## config.mk

```make
export PLATFORM = sky130hd
export DESIGN_NAME = fcb_cell
export DESIGN_NICKNAME = d
export VERILOG_FILES = /design/src/rtl/fcb_pkg.sv /design/src/rtl/fcb_cell.sv
export SDC_FILE = /design/constraint.sdc
export NUM_CORES = 1
export LEC_CHECK = 0
export ABC_AREA = 1
export BUFFER_PORTS_ARGS = -buffer_cell sky130_fd_sc_hd__buf_2
export CORE_AREA = 5 5 113 115
export CTS_BUF_LIST = sky130_fd_sc_hd__clkbuf_8
export DETAILED_ROUTE_END_ITERATION = 12
export DIE_AREA = 0 0 118 120
export PLACE_DENSITY = 0.93
export SYNTH_ARGS = -nofsm -noshare
export SYNTH_HDL_FRONTEND = slang
export SYNTH_SLANG_ARGS = --single-unit
```

## constraint.sdc

```tcl
create_clock -name clk -period 6.65 [get_ports clk]
set_input_delay 0.9975 -clock clk [delete_from_list [all_inputs] [get_ports clk]]
set_output_delay 0.9975 -clock clk [all_outputs]
set_load 0.01 [all_outputs]
```

## src/rtl/fcb_pkg.sv

```systemverilog
`default_nettype none

package fcb_pkg;

    localparam int unsigned TABLE_ENTRIES_DEF = 64;

    localparam int unsigned ADDR_W      = 32;
    localparam int unsigned TIME_W      = 32;
    localparam int unsigned MAX_FAILS_W = 7;
    localparam int unsigned EXPIRE_W    = 17;
    localparam int unsigned COUNT_W     = 7;
    localparam int unsigned CFG_INDEX_W = 8;
    localparam int unsigned CFG_DATA_W  = 32;

    localparam logic [COUNT_W-1:0]     COUNT_MAX      = 7'd127;
    localparam logic [MAX_FAILS_W-1:0] DEF_MAX_FAILS  = 7'd8;
    localparam logic [EXPIRE_W-1:0]    DEF_EXPIRE_SEC = 17'd5;

    // Opcodes of a command beat.
    localparam logic OP_REPORT = 1'b0;
    localparam logic OP_SWEEP  = 1'b1;

    // Configuration register indexes.
    localparam logic [CFG_INDEX_W-1:0] CFG_MAX_FAILS   = 8'd0;
    localparam logic [CFG_INDEX_W-1:0] CFG_EXPIRE_SEC  = 8'd1;
    localparam logic [CFG_INDEX_W-1:0] CFG_KILL_STATES = 8'd2;

    typedef enum logic {
        ST_IDLE,
        ST_WALK
    } fcb_state_t;

    typedef struct packed {
        logic              opcode;
        logic [ADDR_W-1:0] src_addr;
        logic [TIME_W-1:0] now_seconds;
    } fcb_cmd_t;

    typedef struct packed {
        logic               block_now;
        logic [ADDR_W-1:0]  block_addr;
        logic               kill_req;
        logic               full_drop;
        logic [COUNT_W-1:0] fail_count;
        logic [COUNT_W-1:0] expired_count;
    } fcb_result_t;

    // Command context broadcast to every cell during a walk.
    typedef struct packed {
        logic                   opcode;
        logic [ADDR_W-1:0]      addr;
        logic [TIME_W-1:0]      now;
        logic [MAX_FAILS_W-1:0] max_fails;
        logic [EXPIRE_W-1:0]    expire_seconds;
    } fcb_ctx_t;

    // Token handed from cell to cell, accumulating the outcome of the walk.
    typedef struct packed {
        logic               active;
        logic               found;
        logic               blk;
        logic [COUNT_W-1:0] cnt;
        logic               free_seen;
        logic [COUNT_W-1:0] freed;
    } fcb_carry_t;

endpackage

`default_nettype wire

```

## src/rtl/fcb_cell.sv

```systemverilog
`default_nettype none

module fcb_cell (
    input  wire logic               clk,
    input  wire logic               rst_n,
    input  wire fcb_pkg::fcb_ctx_t  ctx,
    input  wire logic               ins_en,
    input  wire fcb_pkg::fcb_carry_t carry_in,
    output fcb_pkg::fcb_carry_t     carry_out
);

    logic                                valid_reg;
    logic                                valid_next;
    logic                                claim_reg;
    logic                                claim_next;
    logic [fcb_pkg::ADDR_W-1:0]          addr_reg;
    logic [fcb_pkg::ADDR_W-1:0]          addr_next;
    logic [fcb_pkg::TIME_W-1:0]          first_reg;
    logic [fcb_pkg::TIME_W-1:0]          first_next;
    logic [fcb_pkg::COUNT_W-1:0]         count_reg;
    logic [fcb_pkg::COUNT_W-1:0]         count_next;
    fcb_pkg::fcb_carry_t                 carry_reg;
    fcb_pkg::fcb_carry_t                 carry_next;

    logic [fcb_pkg::TIME_W-1:0]          age;
    logic [fcb_pkg::COUNT_W-1:0]         count_inc;
    logic                                is_report;
    logic                                hit;
    logic                                reach;
    logic                                stale;

    always_comb
    begin
        is_report = (ctx.opcode == fcb_pkg::OP_REPORT);
        // Age is taken modulo 2^32 so a wrapped clock still works.
        age       = ctx.now - first_reg;
        count_inc = (count_reg == fcb_pkg::COUNT_MAX) ? count_reg
                                                      : count_reg + 7'd1;
        reach     = (count_inc >= ctx.max_fails);
        hit       = carry_in.active && is_report && valid_reg && !carry_in.found
                    && (addr_reg == ctx.addr);
        stale     = carry_in.active && !is_report && valid_reg
                    && (age > {{(fcb_pkg::TIME_W-fcb_pkg::EXPIRE_W){1'b0}},
                               ctx.expire_seconds});

        carry_next = carry_in;
        if (hit)
        begin
            carry_next.found = 1'b1;
            carry_next.cnt   = count_inc;
            carry_next.blk   = reach;
        end
        if (stale && (carry_in.freed != fcb_pkg::COUNT_MAX))
        begin
            carry_next.freed = carry_in.freed + 7'd1;
        end
        if (carry_in.active && is_report && !valid_reg)
        begin
            carry_next.free_seen = 1'b1;
        end

        // The first free cell of a report walk marks itself for a possible insert.
        claim_next = claim_reg;
        if (carry_in.active)
        begin
            claim_next = is_report && !valid_reg && !carry_in.free_seen;
        end

        valid_next = valid_reg;
        addr_next  = addr_reg;
        first_next = first_reg;
        count_next = count_reg;
        if (hit)
        begin
            count_next = count_inc;
            if (reach)
            begin
                valid_next = 1'b0;
            end
        end
        if (stale)
        begin
            valid_next = 1'b0;
        end
        if (ins_en && claim_reg)
        begin
            valid_next = 1'b1;
            addr_next  = ctx.addr;
            first_next = ctx.now;
            count_next = 7'd1;
        end
    end

    always_ff @(posedge clk or negedge rst_n)
    begin
        if (!rst_n)
        begin
            valid_reg <= 1'b0;
            claim_reg <= 1'b0;
            carry_reg <= '0;
        end
        else
        begin
            valid_reg <= valid_next;
            claim_reg <= claim_next;
            carry_reg <= carry_next;
        end
    end

    always_ff @(posedge clk)
    begin
        addr_reg  <= addr_next;
        first_reg <= first_next;
        count_reg <= count_next;
    end

    assign carry_out = carry_reg;

endmodule

`default_nettype wire

```

==> flow_summary.yaml, run 1 <==
outcome:
  outcome: "completed"
power_and_ir_drop:
  ir_drop_uv: 112
  p_leak_nw: 4.22
  total_power_mw: 1.46
  p_clk_share_pct: 27.0
  switching_share_pct: 32.6
  seqPwrFrac_pct: 45.2
  power_density_mw_per_mm2: 187
  power.internal_mw: 0.986
  p_comb_share_pct: 27.7
  p_sw_mw: 0.477
clock_network:
  cts_made_buffers: 9
  path_clk_slew_ns: 0.09
  cts_root_buffer: "clkbuf_8"
  cts_resized: 0
  cts_setup_buffers: 0
  holdBufCountCts: 0
  cts.sinks: 91
  cts_tree: "done"
  clkLatencyLatePin_ns: 0.37
  htree_levels: 3
  clockBufferDepth: 2
worst_hold_path:
  worstHoldPathType: "flip-flop to flip-flop"
synthesis:
  synth_area_sq_mm: 0.00680
  yosysMostFrequentCell: "nand2_1"
  netlist_instances: 904
  synth_area_leaders: "edfxtp_1, nand2_1, ha_1, inv_1, dfrtp_1"
  synth_compound_area_share_pct: 5.17
  synth.largest_area_cell: "edfxtp_1"
  yosysTopAreaCellShare_pct: 28.3
  synthFlopType: "edfxtp_1"
  syn_nets: 1072
  yosysWarnings: 0
  synth_xor_area_share_pct: 5.92
  synth_mux_area_share_pct: 0.166
  synth_top_family_by_area: "simple AND/OR/NAND/NOR gates"
  synth-simple-area-share_pct: 29.7
  synth-seq-cells: 91
  synth_fa_ha_area_share_pct: 10.8
  synth_edf_count: 64
  synth_common_cells: "nand2_1, inv_1, edfxtp_1, ha_1, nor2_1"
  avgSynthCellArea_sq_um: 7.52
  ys_seq_area_share_pct: 37.7
  ys_types: 43
  async_flop_share_pct: 22.0
floorplanning:
  coreArea_sq_mm: 0.0117
  dieArea_sq_mm: 0.0142
  initial_utilization_pct: 58.1
  pin_count: 128
  dieHeight_microns: 120
  row_count: 40
  die_w_microns: 118
critical_path:
  critical_path.startpoint_type: "primary input"
  critPathMaxFanout: 8
  cp_data_arrival_time_ns: 3.96
  cp_common_cell: "nand2_1"
  crit_path_end_kind: "flip-flop"
  crit_path_cell_trace: "buf_2, inv_1, ha_1, fa_1, inv_1, nand4_1, nand2_1, nand3_1, nand2_1, xor2_1, ha_1, nand4_1, nor2_1, nand2_1, nand2_1, nand2_1, nand2_1, nor2_1, nor2_1, nor2_2, nand2_4, nand3_4, nand2_1, nand2_1"
  critPathTopFamily: "simple AND/OR/NAND/NOR gates"
  crit_type: "primary input to flip-flop"
  cp_slowest_stage_delay_ns: 0.41
  critPathBufInv: 3
  critPathSlowestCell: "fa_1"
  required_ns: 6.91
timing:
  rsz0062_at_grt: "no"
  fin_crit_sh_pct: 55.6
  slew_violations: 0
  clock_skew_ns: 0.00960
  fin_crit_ns: 3.69
  finalSetupViolations: 0
  max_slew.worst_pin.slew_ns: 0.626
  worst_slack_ns: 2.96
  slew_headroom_pct: 58.1
  finalHoldViolCount: 0
  fmax_mhz: 271
  finalSetupTns_ns: 0
route:
  viasPerCell: 5.15
  drtAntennaViolNets: 0
  drc_errors: 0
  vias: 6142
  drtIter0Drc: 389
  post_drt_wl_per_cell_microns: 14.0
  first_pass_iters: 7
  wirelength_microns: 16700
final_layout:
  final_cell_area_sq_mm: 0.00782
  final_nets: 1209
  drive_gt1_share_pct: 19.2
  antennaDiodeCount: 0
  multi_input_area_sq_mm: 0.00352
  area_growth_pct: 15.0
  final-seq-area_sq_mm: 0.00256
  n_fill_cell: 1019
  final_util_pct: 66.8
grt:
  antenna_found_initial: 0
  grt_overflow: 0
  grt_max_degree: 50
  grt_pass1_vias: 6121
  grt_pass1_wl_microns: 27200
  grt_use_total_pct: 23.3
job:
  cap_viol_max_count: 0
place:
  dp_slack_ns: 2.63
  hpwl_microns: 13600
  port_buffers: 127
  gp_congestion: 0.951
  post_dp_cell_area_sq_mm: 0.00762
-- power groups by stage --
stage / Sequential [mW] / Clock (mW) / Combinational [mW]
floorplan: 0.677 / 0 / 0.268
global placement: 0.672 / 0 / 0.385
detailed placement: 0.674 / 0 / 0.399
CTS: 0.662 / 0.401 / 0.403
global route: 0.665 / 0.423 / 0.459
finish: 0.662 / 0.396 / 0.405
-- logic make-up after synthesis --
kind of cell	count (synthesis)
xor gates and xnor gates	46
and+or+nand+nor	455
DFF	91
adders and majority gates	58
AOI/OAI and AO/OA	61
muxes	1
buffers and inverters	192
-- layout by cell type (no fill, tap or decap), types with 10 or more instances in the layout --
| cell | n |
|---|---|
| a21oi_1 | 33 |
| buf_2 | 127 |
| clkbuf_8 | 10 |
| dfrtp_1 | 20 |
| edfxtp_1 | 64 |
| ha_1 | 57 |
| inv_1 | 182 |
| nand2_1 | 279 |
| nand2_2 | 16 |
| nand3_1 | 38 |
| nand4_1 | 20 |
| nor2_1 | 54 |
| nor2_2 | 11 |
| xnor2_1 | 12 |
| xor2_1 | 34 |
-- through the flow --
| stage | instances | hold slack (ns) |
|---|---|---|
| 2_1_floorplan | 904 | 0.458 |
| 3_3_place_gp | 1177 | 0.478 |
| 3_5_place_dp | 1177 | 0.479 |
| 4_1_cts | 1193 | 0.495 |
| 5_1_grt | 1193 | 0.514 |
| 6_report | 1193 | 0.499 |
-- final timing paths --
kind	startpoint	end	slack, ns	cells after the start
worst max-delay path	ctx[24]	carry_out[5]	2.96	24
worst min-delay path	count_reg[4]	count_reg[4]	0.50	2
worst max register to register	first_reg[0]	carry_out[5]	3.33	22
worst min register to register	count_reg[4]	count_reg[4]	0.50	2
max in group asynchronous	rst_n	carry_out[10]	5.76	1
min in group asynchronous	rst_n	carry_out[17]	0.56	1
-- worst reg2reg max path, stage by stage (launching register included) --
cell,delay [ns]
edfxtp_1,0.37
ha_1,0.21
fa_1,0.41
inv_1,0.09
nand4_1,0.08
nand2_1,0.17
nand3_1,0.09
nand2_1,0.13
xor2_1,0.10
ha_1,0.30
nand4_1,0.15
nor2_1,0.20
nand2_1,0.08
nand2_1,0.07
nand2_1,0.05
nand2_1,0.05
nor2_1,0.04
nor2_1,0.15
nor2_2,0.08
nand2_4,0.12
nand3_4,0.11
nand2_1,0.13
nand2_1,0.05
-- layer usage --
metal	up-vias	GRT usage, %	routed length, microns
met5	-	0	0
met4	0	8.46	427
met3	40	3.25	933
met2	192	42.3	8340
met1	2803	28.2	6960
li1	3107	-	-
-- layout make-up --
cell class / count / area share, %
clock buffer: 10 / 1.76
clock inverter: 6 / 0.832
tap: 147 / 2.35
multi-input combinational: 621 / 45.0
inverter: 190 / 9.12
timing repair buffer: 128 / 8.22
sequential: 91 / 32.8
No activity file was read; power rests on OpenSTA's default activity.
==> run 2: changes to the inputs <==
--- a/config.mk
+++ b/config.mk
@@ -7,11 +7,11 @@
 export LEC_CHECK = 0
 export ABC_AREA = 1
 export BUFFER_PORTS_ARGS = -buffer_cell sky130_fd_sc_hd__buf_2
-export CORE_AREA = 5 5 113 115
+export CORE_AREA = 5 5 115 117
 export CTS_BUF_LIST = sky130_fd_sc_hd__clkbuf_8
 export DETAILED_ROUTE_END_ITERATION = 12
-export DIE_AREA = 0 0 118 120
-export PLACE_DENSITY = 0.93
+export DIE_AREA = 0 0 120 122
+export PLACE_DENSITY = 0.9
 export SYNTH_ARGS = -nofsm -noshare
 export SYNTH_HDL_FRONTEND = slang
 export SYNTH_SLANG_ARGS = --single-unit
==> constraint.sdc (replaced) <==
create_clock -name clk -period 3.7 [get_ports clk]
set_input_delay 0.555 -clock clk [delete_from_list [all_inputs] [get_ports clk]]
set_output_delay 0.555 -clock clk [all_outputs]
set_load 0.01 [all_outputs]
==> flow_summary.yaml, run 2 (synthesis results as in run 1) <==
floorplanning:
  dieHeight_microns: 122
  row_count: 41
  die_w_microns: 120
  coreArea_sq_mm: 0.0123
  dieArea_sq_mm: 0.0146
  pin_count: 128
  initial_utilization_pct: 55.5
timing:
  finalSetupViolations: 0
  slew_violations: 0
  finalSetupTns_ns: 0
  fin_crit_ns: 3.24
  clock_skew_ns: 0.0142
  rsz0062_at_grt: "no"
  max_slew.worst_pin.slew_ns: 0.604
  worst_slack_ns: 0.461
  fin_crit_sh_pct: 87.5
  slew_headroom_pct: 59.6
  fmax_mhz: 309
  finalHoldViolCount: 0
final_layout:
  final_cell_mix: "nand2_1, inv_1, buf_2, edfxtp_1, ha_1"
  drive_gt1_share_pct: 19.3
  final_nets: 1210
  area_growth_pct: 15.3
  antennaDiodeCount: 0
  final_cell_area_sq_mm: 0.00784
  n_fill_cell: 1071
  layout_commonest_cell: "nand2_1"
clock_network:
  path_clk_slew_ns: 0.09
  cts.sinks: 91
  cts_resized: 0
  htree_levels: 3
  cts_made_buffers: 9
  clockBufferDepth: 2
  holdBufCountCts: 0
  clkLatencyLatePin_ns: 0.38
  cts_setup_buffers: 0
  cts_root_buffer: "clkbuf_8"
  cts_tree: "done"
grt:
  grt_pass1_vias: 5814
  grt_max_degree: 52
  grt_overflow: 0
  grt_pass1_wl_microns: 25700
  antenna_found_initial: 0
  grt_use_total_pct: 21.6
route:
  first_pass_iters: 5
  drtIter0Drc: 409
  wirelength_microns: 15700
  vias: 6034
  drtAntennaViolNets: 0
  drc_errors: 0
  viasPerCell: 5.04
  post_drt_wl_per_cell_microns: 13.1
power_and_ir_drop:
  power.internal_mw: 1.76
  total_power_mw: 2.61
  switching_share_pct: 32.7
  power_density_mw_per_mm2: 333
  ir_drop_uv: 183
  seqPwrFrac_pct: 45.5
  p_leak_nw: 4.22
  p_sw_mw: 0.853
  p_comb_share_pct: 27.6
  p_clk_share_pct: 27.0
critical_path:
  reg2reg_to: "carry_out[4]"
  critPathMaxFanout: 8
  cp_common_cell: "nand2_1"
  critPathTopFamily: "simple AND/OR/NAND/NOR gates"
  cp_slowest_stage_delay_ns: 0.42
  crit_type: "flip-flop to flip-flop"
  crit_path_cell_trace: "ha_1, fa_1, inv_1, nand4_1, nand2_1, nand2_1, nand3_1, xor2_1, ha_1, nand2_1, inv_1, nand3_1, a31oi_1, nor2_1, nand2_1, nand2_1, nand2_1, nor2_1, nor2_1, nor2_2, nand2_4, nand3_4, nand2_1, nand2_1"
  r2r_cells: 24
  required_ns: 3.96
  critical_path.startpoint_type: "flip-flop"
  r2r_setup_slack_ns: 0.46
  critPathSlowestCell: "fa_1"
  crit_path_end_kind: "flip-flop"
  cp_data_arrival_time_ns: 3.50
  reg2reg_from: "first_reg[0]"
  critPathBufInv: 2
place:
  hpwl_microns: 13000
  post_dp_cell_area_sq_mm: 0.00764
  gp_congestion: 0.942
  port_buffers: 127
  dp_slack_ns: 0.182
job:
  cap_viol_max_count: 0
worst_hold_path:
  worstHoldPathType: "primary input to asynchronous set/reset pin"
outcome:
  outcome: "completed"
## run 2: how the worst max path moves through the flow
stage                            start           end  cells past startpoint  slack, ns
after CTS                 first_reg[0]  carry_out[4]                     24       0.45
after floorplan                ctx[24]  carry_out[2]                     25       0.64
final                     first_reg[0]  carry_out[4]                     24       0.46
after global routing      first_reg[0]  carry_out[4]                     22       0.17
after global placement         ctx[24]  carry_out[3]                     21       0.29
after detailed placement       ctx[24]  carry_out[0]                     26       0.18
## run 2: layer usage
layer  vias to the layer above  global-route usage (%)  wire length [microns]
li1                       3113                       -                      -
met3                        32                    3.02                    739
met1                      2732                    27.5                   6820
met4                         0                    8.59                    418
met5                         -                       0                      0
met2                       157                    37.3                   7760
## run 2: final cells by class
| cell class | instances | area [sq um] | area share (%) |
|---|---|---|---|
| well taps | 150 | 188 | 2.39 |
| clock buffers | 9 | 124 | 1.58 |
| flip-flops and latches | 91 | 2560 | 32.7 |
| inverters | 190 | 713 | 9.09 |
| repair buffers | 129 | 663 | 8.46 |
| multi-input cells | 621 | 3520 | 44.8 |
| clock inverters | 7 | 75.1 | 0.957 |
## run 2: per-stage QoR
| stage | cells | utilization [%] | hold WS, ns |
|---|---|---|---|
| final | 1197 | 64.0 | 0.109 |
| after global routing | 1197 | 64.0 | 0.134 |
| after CTS | 1197 | 64.0 | 0.114 |
| after detailed placement | 1181 | 62.3 | 0.483 |
| after global placement | 1181 | 62.3 | 0.470 |
| after floorplan | 904 | - | 0.259 |
## run 2: worst reg2reg max path, delay by kind of cell (launching register included)
family	cells	cell delay (ns)
fa+ha+maj	3	0.91
xor+xnor	1	0.09
compound gates	1	0.14
buf+inv	2	0.18
flops	1	0.37
simple gates	17	1.42
## run 2: power by group through the flow
| stage | Combinational (mW) | Clock (mW) | Sequential, mW |
|---|---|---|---|
| after floorplan | 0.481 | 0 | 1.22 |
| after global placement | 0.692 | 0 | 1.21 |
| after detailed placement | 0.714 | 0 | 1.21 |
| after CTS | 0.718 | 0.717 | 1.19 |
| after global routing | 0.820 | 0.752 | 1.19 |
| final | 0.720 | 0.703 | 1.19 |
==> run 3: changes to the inputs <==
--- a/config.mk
+++ b/config.mk
@@ -11,7 +11,7 @@
 export CTS_BUF_LIST = sky130_fd_sc_hd__clkbuf_8
 export DETAILED_ROUTE_END_ITERATION = 12
 export DIE_AREA = 0 0 120 122
-export PLACE_DENSITY = 0.9
+export PLACE_DENSITY = 0.81
 export SYNTH_ARGS = -nofsm -noshare
 export SYNTH_HDL_FRONTEND = slang
 export SYNTH_SLANG_ARGS = --single-unit
==> flow_summary.yaml, run 3 (synthesis results as in run 1) <==
outcome:
  outcome: "completed"
timing:
  fmax_mhz: 306
  fin_crit_ns: 3.26
  finalHoldViolCount: 0
  finalSetupTns_ns: 0
  max_slew.worst_pin.slew_ns: 0.589
  slew_headroom_pct: 60.6
  fin_crit_sh_pct: 88.2
  rsz0062_at_grt: "no"
  finalSetupViolations: 0
  clock_skew_ns: 0.0129
  slew_violations: 0
floorplanning:
  dieArea_sq_mm: 0.0146
  pin_count: 128
  dieHeight_microns: 122
  row_count: 41
  die_w_microns: 120
  coreArea_sq_mm: 0.0123
  initial_utilization_pct: 55.5
power_and_ir_drop:
  p_sw_mw: 0.824
  total_power_mw: 2.50
  p_comb_share_pct: 28.7
  seqPwrFrac_pct: 47.4
  ir_drop_uv: 231
  power_density_mw_per_mm2: 320
  p_clk_share_pct: 23.9
  switching_share_pct: 33.0
  p_leak_nw: 4.21
  power.internal_mw: 1.68
clock_network:
  cts_made_buffers: 9
  holdBufCountCts: 0
  cts_tree: "done"
  clkLatencyLatePin_ns: 0.38
  cts_setup_buffers: 0
  htree_levels: 3
  cts.sinks: 91
  path_clk_slew_ns: 0.09
  cts_resized: 0
  clockBufferDepth: 2
  cts_root_buffer: "clkbuf_8"
critical_path:
  crit_path_end_kind: "flip-flop"
  critical_path.startpoint_type: "flip-flop"
  cp_common_cell: "nand2_1"
  cp_data_arrival_time_ns: 3.52
  critPathSlowestCell: "fa_1"
  critPathMaxFanout: 8
  crit_type: "flip-flop to flip-flop"
  critPathTopFamily: "simple AND/OR/NAND/NOR gates"
  cp_slowest_stage_delay_ns: 0.41
  crit_path_cell_trace: "ha_1, fa_1, inv_1, nand4_1, nand2_1, nand2_1, nand3_1, xor2_1, ha_1, nand2_1, inv_1, nand2_1, a31oi_1, nor2_1, nand2_1, nand2_1, nand2_1, nor2_1, nor2_1, nor2_2, nand2_4, nand3_4, nand2_1, nand2_1"
  critPathBufInv: 2
  required_ns: 3.96
final_layout:
  antennaDiodeCount: 0
  final_nets: 1210
  layout_commonest_cell: "nand2_1"
  n_fill_cell: 1117
  drive_gt1_share_pct: 19.0
  final_cell_mix: "nand2_1, inv_1, buf_2, edfxtp_1, ha_1"
  area_growth_pct: 14.8
worst_hold_path:
  worstHoldPathType: "primary input to asynchronous set/reset pin"
place:
  port_buffers: 127
  hpwl_microns: 12900
  gp_congestion: 0.960
route:
  vias: 5933
  drtAntennaViolNets: 0
  post_drt_wl_per_cell_microns: 12.9
  drc_errors: 0
  drtIter0Drc: 294
  first_pass_iters: 5
  viasPerCell: 4.96
  wirelength_microns: 15500
grt:
  grt_use_total_pct: 21.4
  grt_pass1_vias: 5606
  grt_pass1_wl_microns: 25200
  grt_overflow: 0
  antenna_found_initial: 0
  grt_max_degree: 53
job:
  cap_viol_max_count: 0
-- run 3: cell types whose count changed in the layout (fill, tap and decap cells not counted), sizes merged --
cell / delta
clkinv: +2
clkinvlp: -1
bufinv: -1
-- run 3: power by group through the flow --
stage | logic [mW] | clock network (mW) | registers [mW]
3_5_place_dp | 0.714 | 0 | 1.21
2_1_floorplan | 0.481 | 0 | 1.22
3_3_place_gp | 0.701 | 0 | 1.21
4_1_cts | 0.718 | 0.621 | 1.19
5_1_grt | 0.819 | 0.666 | 1.19
6_report | 0.718 | 0.598 | 1.18
-- run 3: worst paths after layout --
kind                         startpoint  slack (ns)  cells after the start             to
max                        first_reg[0]        0.44                     24   carry_out[2]
min                               rst_n        0.11                      1   carry_out[4]
max reg2reg                first_reg[0]        0.44                     24   carry_out[2]
min reg2reg                count_reg[4]        0.49                      2   count_reg[4]
max in group asynchronous         rst_n        3.27                      1  carry_out[12]
min in group clk           carry_in[17]        0.35                      1  carry_out[17]
-- run 3: cell type report --
type	count	area [sq um]	area share [%]
sequential	91	2560	32.8
inverter	190	713	9.14
clock buffer	9	124	1.59
multi-input combinational	621	3520	45.1
clock inverter	7	37.5	0.481
timing repair buffer	129	663	8.50
tap	150	188	2.40
-- run 3: per-stage QoR --
stage / instance area (sq um) / util (%) / setup slack, ns / hold WS, ns / instances
finish: 7800 / 63.7 / 0.437 / 0.111 / 1197
floorplan: 6800 / - / 0.644 / 0.259 / 904
global placement: 7640 / 62.3 / 0.247 / 0.476 / 1181
detailed placement: 7640 / 62.3 / 0.154 / 0.483 / 1181
CTS: 7800 / 63.7 / 0.458 / 0.115 / 1197
global route: 7800 / 63.7 / 0.101 / 0.139 / 1197
-- run 3: per-layer routing --
layer	vias up	GRT usage, %	share of wire (%)
met5	-	0	0
met4	0	7.59	2.0
met3	25	3.76	5.1
met2	124	34.7	47
met1	2656	28.9	46
li1	3128	-	-
